==> config.mk <==
export PLATFORM = sky130hd
export DESIGN_NAME = pcpd_ram
export DESIGN_NICKNAME = d
export VERILOG_FILES = /design/src/rtl/pcpd_ram.sv
export SDC_FILE = /design/constraint.sdc
export NUM_CORES = 1
export LEC_CHECK = 0
export BUFFER_PORTS_ARGS = -buffer_cell sky130_fd_sc_hd__clkbuf_2
export CAP_MARGIN = 20
export CORE_MARGIN = 3
export CORE_UTILIZATION = 45
export DETAILED_ROUTE_END_ITERATION = 8
export PLACE_DENSITY = 0.65
export SETUP_SLACK_MARGIN = 0.3
export SLEW_MARGIN = 20
export SYNTH_ARGS = -nofsm -noshare
export SYNTH_HDL_FRONTEND = slang
export SYNTH_SLANG_ARGS = --single-unit
==> constraint.sdc <==
create_clock -name clk_i -period 2.4 [get_ports clk_i]
set_input_delay 0.12 -clock clk_i [delete_from_list [all_inputs] [get_ports clk_i]]
set_output_delay 0.12 -clock clk_i [all_outputs]
set_load 0.1 [all_outputs]
==> src/rtl/pcpd_ram.sv <==
module pcpd_ram #(
  parameter int unsigned Width = 8,
  parameter int unsigned Depth = 32
) (
  input  logic                     clk_i,
  input  logic                     we_i,
  input  logic [$clog2(Depth)-1:0] waddr_i,
  input  logic [Width-1:0]         wdata_i,
  input  logic                     re_i,
  input  logic [$clog2(Depth)-1:0] raddr_i,
  output logic [Width-1:0]         rdata_o
);

  logic [Width-1:0] mem [Depth];

  always_ff @(posedge clk_i) begin
    if (we_i) begin
      mem[waddr_i] <= wdata_i;
    end
    if (re_i) begin
      rdata_o <= mem[raddr_i];
    end
  end

endmodule

==> results of run 1 <==
-- metrics by stage --
step	power (mW)	hold slack (ns)
after global placement	5.84	0.600
after global routing	10.3	0.0487
after detailed placement	5.85	0.592
after CTS	10.0	0.0506
after floorplan	5.63	0.219
final	9.95	0.0611
-- final cells by class --
type / instances / area (um^2) / share of cell area
clock buffers: 33 / 698 / 0.0595
flip-flops and latches: 264 / 7930 / 0.676
repair buffers: 63 / 455 / 0.0388
multi-input cells: 133 / 2100 / 0.179
clock inverters: 15 / 204 / 0.0174
well taps: 280 / 350 / 0.0299
-- layout by cell type (no fill, tap or decap), drive strengths merged --
cell	count
or3	1
nand2	1
mux4	80
nand3b	5
bufinv	5
clkinvlp	2
or3b	3
nor2	33
clkbuf	60
clkinv	8
nand3	2
buf	36
edfxtp	264
mux2	8
-- sequential cells by signal, indices dropped and copies added (netlist names) --
name and cells:
mem 256, rdata_o 8
-- power breakdown --
group | internal (mW) | switching [mW]
clock | 2.60 | 1.61
sequential | 5.15 | 0.0248
combinational | 0.214 | 0.356
total | 7.96 | 1.99
-- routing by layer --
layer / track usage / part of all wire
met1: 0.273 / 0.45
met2: 0.268 / 0.47
met3: 0.0244 / 0.064
met4: 0.0349 / 0.016
met5: 0 / 0
-- how the worst min path moves through the flow --
stage	startpoint	to	slack (ns)
CTS	re_i	rdata_o[1]	0.05
global route	re_i	rdata_o[1]	0.05
finish	re_i	rdata_o[6]	0.06
floorplan	wdata_i[0]	mem[0][0]	0.22
global placement	re_i	rdata_o[0]	0.60
detailed placement	re_i	rdata_o[0]	0.59
-- cell families after synthesis --
kind of cell / after synthesis / share of synthesized area
flip-flops: 264 / 0.782
AND/OR/NAND/NOR: 45 / 0.0205
multiplexers: 88 / 0.187
buffers and inverters: 20 / 0.0105
==> metrics.txt, run 1 <==
run status=finished clean; Max Slew Vio Count=0; IO Count=29; Slew HR=0.385; vias in the first global route=4,666; Clock Pin Slew Worst Setup and Hold Paths=0.06 ns; drt first pass iters=5; Fill cells=1,624; syn avg cell area=24.3 um^2; via count=4,578; post-route setup slack=0.449 ns; antenna-violating nets left=0; Worst path depth=3; layout cell share with drive strength beyond 1=0.378; most common library cells after synthesis=edfxtp_1, mux4_2, nor2_1; Util after Layout=0.534; Core ar.=22,000 um^2; Main synth FF type=edfxtp_1; Clock Tree Root=clkbuf_16; Least-Margin Pin Slew=0.920 ns; RSZ-0062 raised after global routing=no; Fin Clk Skew=0.0178 ns; Worst setup EP type=flop; Hold Buf Count CTS=0; gr ovfl total=0; CP peak stage delay=0.52 ns; Crit Path Class=flop to flop; Port Buf Inserts=28; CTS tree=built; FF+latch count, synth=264; Post CTS Setup Buffer Count=0; r2r setup slk=0.45 ns; die height=156 um; Post-CTS Resized=0; cell area after layout=11,700 um^2; Setup Viol. Count Final=0; CP most frequent cell=mux4_2; Hold Crit Class=input port to flop; Starting Density=0.461; most numerous cell in the Yosys netlist=edfxtp_1; Placed Area=10,800 um^2; antenna violations before repair=0; CP required=2.66 ns; Power Dens Cells=848 nW/um^2; startpoint types=flop; pre-CTS WS=0.128 ns; Max Clk Rate=0.512 GHz; DRC Markers=0; final RePlAce weighted congestion=0.779; max capacitance violation total=0; total CTS buffers=26; Hold Path Stages=1; dpl cells=740; Critical Path Slowest Stage Cell=mux4_2; fin cells=788; CP bufs+invs=0; Core Rows=54; sequential area share after synthesis=0.782; die width=156 um; EDFF count, synth=264; Worst Setup SP=mem[21][0]; Worst Setup EP=rdata_o[0]; Worst EP arrival=2.21 ns; Pleak=3.73 nW; clk buf depth=3; H-tree levels=1; Crit path max-delay family=multiplexers; Final Hold Viols=0; cell count after synthesis=417; ys async rst share=0; iteration-0 DRC count of the detailed router=548; top cells by area, synth=edfxtp_1, mux4_2, nor2_1; VDD IR max=461 uV; YS warnings=0; Total Nets Final=509; R2R cell count=3; largest net degree at the start of global routing=65; CTS sink count=264; Area growth syn-to-layout=15.8%; share of the synthesized area in the top cell type=0.782; critical-path cell list=mux4_2, mux4_2, mux2_2; Clock Latency Late Sink=0.52 ns; Cell Area, Synth=10,100 um^2; syn nets=438; final WL=20,400 um; Vias/cell=5.81; min cycle time layout=1.95 ns; Diodes inserted=0; routed len/inst=25.9 um; capturing point of the worst reg2reg path=rdata_o[0]; area leader, netlist=edfxtp_1; Final Cycle Share=0.813; Total GRT Usage=0.174; CP max FO=1; first-pass GRT wire length=31,100 um; DIE AREA=24,400 um^2; Final HPWL DP=13,000 um; reg-to-reg startpoint=mem[21][0]; TNS Setup=0 ns; Distinct cells, synth=14
Note: power is estimated with default switching activity, not from simulation.
==> inputs of run 2 (changes only) <==
- PLACE_DENSITY: 0.65 -> 0.67
- clock period: 2.4 -> 1.7 ns (I/O delays scaled with it)
==> metrics.txt, run 2 (same netlist as run 1, synthesis figures left out) <==
gr ovfl total=0 (unchanged); drt first pass iters=5 (unchanged); Clock Tree Root=clkbuf_16; CTS tree=built; final RePlAce weighted congestion=0.779 (about the same); dpl cells=744 (+0.54%); VDD IR max=569 uV (+23%); Max Used Layer=met4; Crit Path Class=flop to flop; TNS Setup=-1.87 ns (-1.87 ns); Fill cells=1,607 (-1.0%); Pleak=3.79 nW (+1.4%); Least-Margin Pin Slew=0.751 ns (-0.169 ns); max reg flops=256 (unchanged); via count=4,657 (+1.7%); Final HPWL DP=13,100 um (+0.30%); IO Count=29 (unchanged); Reg area=7930 um^2 (unchanged); Total GRT Usage=0.177 (+0.00287); layout cell share with drive strength beyond 1=0.398 (+0.0197); Largest regs=mem: 256 flops, rdata_o: 8 flops; run status=complete, but fails checks; antenna violations before repair=0 (unchanged); Slew HR=0.499 (+0.115); fin cells=793 (+0.63%); max capacitance violation total=0 (unchanged); Final Hold Viols=0 (unchanged); vias in the first global route=4,763 (+2.1%); Area growth syn-to-layout=17.4%; die height=156 um (unchanged); clk buf depth=3 (unchanged); Clock Pin Slew Worst Setup and Hold Paths=0.06 ns (about the same); metal3 WL=1390 um (+5.9%); Diodes inserted=0 (unchanged); Setup Viol. Count Final=8 (+8); Largest Register=mem; post-route setup slack=-0.271 ns (-0.720 ns); Fin Clk Skew=0.00799 ns (-0.00985 ns); WHS=0.144 ns (+0.0826 ns); Worst EP arrival=2.23 ns (+0.02 ns); most frequent cells in the layout=edfxtp_1, mux4_2, clkbuf_16, buf_4, nor2_1; H-tree levels=1 (unchanged); Worst setup EP type=flop; metal2 WL=10,100 um (+4.3%); DRT met1 WL=9200 um (+0.78%); final WL=21,000 um (+2.9%); DIE AREA=24,400 um^2 (unchanged); antenna-violating nets left=0 (unchanged); CP max FO=1 (unchanged); area of the multi-input gates=2140 um^2 (+2.1%); failing checks=setup timing; Hold Crit Class=input port to flop; Power Dens Cells=1160 nW/um^2 (+37%); Final Cycle Share=1.16 (+0.347); Starting Density=0.461 (unchanged); die width=156 um (unchanged); startpoint types=flop; routed len/inst=26.5 um (+2.2%); Core ar.=22,000 um^2 (unchanged); Tot Pwr=13.8 mW (+39%); iteration-0 DRC count of the detailed router=484 (-12%); commonest non-fill, non-tap cell in the layout=edfxtp_1; CTS sink count=264 (unchanged); CP required=1.96 ns (-0.70 ns); RSZ-0062 raised after global routing=yes; total CTS buffers=26 (unchanged); Max Slew Vio Count=0 (unchanged); Port Buf Inserts=28 (unchanged); Clock Latency Late Sink=0.52 ns (about the same); largest net degree at the start of global routing=36 (-45%); DRC Markers=0 (unchanged); Total Nets Final=514 (+0.98%); Max Clk Rate=0.507 GHz (-1.0%); Util after Layout=0.542 (+0.00741); Core Rows=54 (unchanged); Vias/cell=5.87 (+1.1%); first-pass GRT wire length=31,600 um (+1.6%); min cycle time layout=1.97 ns (+0.0201 ns)
-- run 2: path summary, 6_finish.rpt --
path | start | to | slack [ns] | cells after the start
max | mem[4][4] | rdata_o[4] | -0.27 | 3
min | raddr_i[3] | rdata_o[2] | 0.14 | 2
max reg2reg | mem[4][4] | rdata_o[4] | -0.27 | 3
min reg2reg | mem[31][6] | rdata_o[6] | 0.98 | 3
-- run 2: final cells by class --
cell class,count,share of cell area
clock inverter,17,0.0135
tap,280,0.0294
multi-input combinational,133,0.180
timing repair buffer,68,0.0526
clock buffer,31,0.0581
sequential,264,0.666
-- run 2: timing repair --
| item | CTS | global route |
|---|---|---|
| hold buffers | 1 | 0 |
| setup endpoints to repair | 15 | 9 |
| buffers inserted | 0 | 0 |
| cloned | 0 | 0 |
| gates resized for setup | 11 | 2 |
| endpoints found under the hold margin | 8 | 0 |
| pin swaps | 0 | 0 |
-- run 2: through the flow --
step | instance area (um^2) | setup slack [ns]
floorplan | 10300 | -0.121
global placement | 11000 | -0.445
detailed placement | 11000 | -0.451
CTS | 11900 | -0.271
global route | 11900 | -0.284
finish | 11900 | -0.271
-- run 2: power by group --
part / total (mW) / internal (mW) / switching (mW)
logic: 0.867 / 0.340 / 0.527
clock network: 5.65 / 3.35 / 2.30
registers: 7.30 / 7.27 / 0.0276
total: 13.8 / 11.0 / 2.86
-- run 2: worst max-delay path, stage by stage (launching register included) --
cell	delay (ns)
edfxtp_1	0.39
mux4_2	0.51
mux4_2	0.51
mux2_4	0.30
-- run 2: routing by layer --
layer  track usage  vias up
met5             0        -
met4        0.0378        0
li1              -     1934
met3        0.0352       35
met2         0.272      152
met1         0.269     2536
==> inputs of run 3 (changes only) <==
- PLACE_DENSITY: 0.67 -> default
- PLACE_DENSITY_LB_ADDON: default -> 0.15
==> metrics.txt, run 3 (same netlist as run 1, synthesis figures left out) <==
area of the multi-input gates=2130 um^2 (-0.70%); R2R cell count=3 (unchanged); IO Count=29 (unchanged); Port Buf Inserts=28 (unchanged); Worst EP arrival=2.22 ns (about the same); Power Dens Cells=1200 nW/um^2 (+3.2%); Hold Crit Class=input port to flop; Pleak=3.82 nW (+0.77%); most frequent cells in the layout=edfxtp_1, mux4_2, clkbuf_16; Max Slew Vio Count=0 (unchanged); post-route setup slack=-0.246 ns (+0.0254 ns); Worst setup EP type=flop; gr ovfl total=0 (unchanged); r2r setup slk=-0.25 ns (+0.03 ns); Final Cycle Share=1.14 (-0.0149); Largest Register=mem; Worst Setup SP=mem[5][3]; Diodes inserted=0 (unchanged); WHS=0.122 ns (-0.0216 ns); Core ar.=22,000 um^2 (unchanged); Vias/cell=5.71 (-2.8%); max capacitance violation total=0 (unchanged); Clock Pin Slew Worst Setup and Hold Paths=0.06 ns (about the same); Final Hold Viols=0 (unchanged); sequential fraction of design power=0.509 (-0.019); Total Nets Final=516 (+0.39%); capturing point of the worst reg2reg path=rdata_o[3]; run status=complete, but fails checks; Area growth syn-to-layout=18.1%; fin cells=797 (+0.50%); antenna violations before repair=0 (unchanged); Util after Layout=0.545 (+0.00319); Crit Path Class=flop to flop; Final HPWL DP=13,100 um (+0.60%); antenna-violating nets left=0 (unchanged); dpl cells=744 (unchanged); first-pass GRT wire length=31,300 um (-0.98%); startpoint types=flop; CP required=1.98 ns (+0.02 ns); RSZ-0062 raised after global routing=yes; routed len/inst=26.3 um (-0.54%); layout cell share with drive strength beyond 1=0.391 (-0.00695); Fin Clk Skew=0.00626 ns (-0.00173 ns); failing checks=setup timing; cell area after layout=12,000 um^2 (+0.59%); Fill cells=1,652 (+2.8%); hold path start=raddr_i[3]; Pint=11.5 mW (+4.7%); Reg area=7930 um^2 (unchanged); Least-Margin Pin Slew=0.718 ns (-0.0331 ns); die width=156 um (unchanged); die height=156 um (unchanged); DRC Markers=0 (unchanged); total CTS buffers=28 (+7.7%); drt first pass iters=5 (unchanged); final WL=21,000 um (about the same); commonest non-fill, non-tap cell in the layout=edfxtp_1; CTS tree=built; largest net degree at the start of global routing=38 (+5.6%); final RePlAce weighted congestion=0.717 (-7.9%); Setup Viol. Count Final=8 (unchanged); min cycle time layout=1.95 ns (-0.0254 ns); Clock Tree Root=clkbuf_16; CTS sink count=264 (unchanged); Placed Area=11,000 um^2 (-0.11%); reg-to-reg startpoint=mem[5][3]; Net Sw Frac=0.200 (-0.00660); Clock Power Share=0.431 (+0.022); via count=4,551 (-2.3%); clk buf depth=3 (unchanged); Core Rows=54 (unchanged); Total GRT Usage=0.178 (+0.000613); TNS Setup=-1.78 ns (+0.0844 ns); Starting Density=0.461 (unchanged); worst hold endpoint=rdata_o[5]; NetSw=2.87 mW (+0.52%); Clock Latency Late Sink=0.53 ns (about the same); Post CTS Setup Buffer Count=0 (unchanged); iteration-0 DRC count of the detailed router=472 (-2.5%); vias in the first global route=4,660 (-2.2%); Max Clk Rate=0.514 GHz (+1.3%); Comb pwr share=0.060 (-0.003); max reg flops=256 (unchanged); VDD IR max=793 uV (+39%); Hold Path Stages=2 (unchanged); Slew HR=0.521 (+0.0221); DIE AREA=24,400 um^2 (unchanged); CP max FO=1 (unchanged); H-tree levels=1 (unchanged); Largest regs=mem: 256 flops, rdata_o: 8 flops
run 3: routing by layer:
| metal | vias to the layer above | global-route usage | wire (um) |
|---|---|---|---|
| met3 | 33 | 0.0269 | 1120 |
| met2 | 132 | 0.264 | 9640 |
| met4 | 0 | 0.0357 | 407 |
| met5 | - | 0 | 0 |
| li1 | 1942 | - | - |
| met1 | 2444 | 0.285 | 9820 |
run 3: power groups by stage:
stage	clock network, mW	registers [mW]	logic [mW]
2_1_floorplan	0	7.56	0.421
3_3_place_gp	0	7.43	0.857
3_5_place_dp	0	7.44	0.865
4_1_cts	6.31	7.30	0.881
5_1_grt	6.56	7.30	0.911
6_report	6.19	7.30	0.857
run 3: worst max path at each step:
stage | endpoint | slack, ns
final | rdata_o[3] | -0.25
after global routing | rdata_o[5] | -0.28
after CTS | rdata_o[5] | -0.26
after detailed placement | rdata_o[2] | -0.47
after global placement | rdata_o[2] | -0.48
after floorplan | rdata_o[0] | -0.12
run 3: layout make-up:
cell class              instances  share of cell area
clock inverters                14              0.0156
repair buffers                 68              0.0514
multi-input cells             133               0.178
flip-flops and latches        264               0.662
well taps                     280              0.0293
clock buffers                  38              0.0635
run 3: timing repair:
item                       4_1_cts  5_1_grt
gates resized for setup          9        0
hold endpoints to repair         8        0
hold buffers                     1        0
setup endpoints to repair       16        8
run 3: stage by stage:
| step | power, mW | setup WS (ns) |
|---|---|---|
| after floorplan | 7.98 | -0.121 |
| after global placement | 8.29 | -0.476 |
| after detailed placement | 8.30 | -0.470 |
| after CTS | 14.5 | -0.257 |
| after global routing | 14.8 | -0.278 |
| final | 14.3 | -0.246 |
run 3: critical path, cell delays in order (launching register included):
cell and delay, ns:
edfxtp_1 0.35, mux4_2 0.54, mux4_2 0.53, mux2_2 0.28
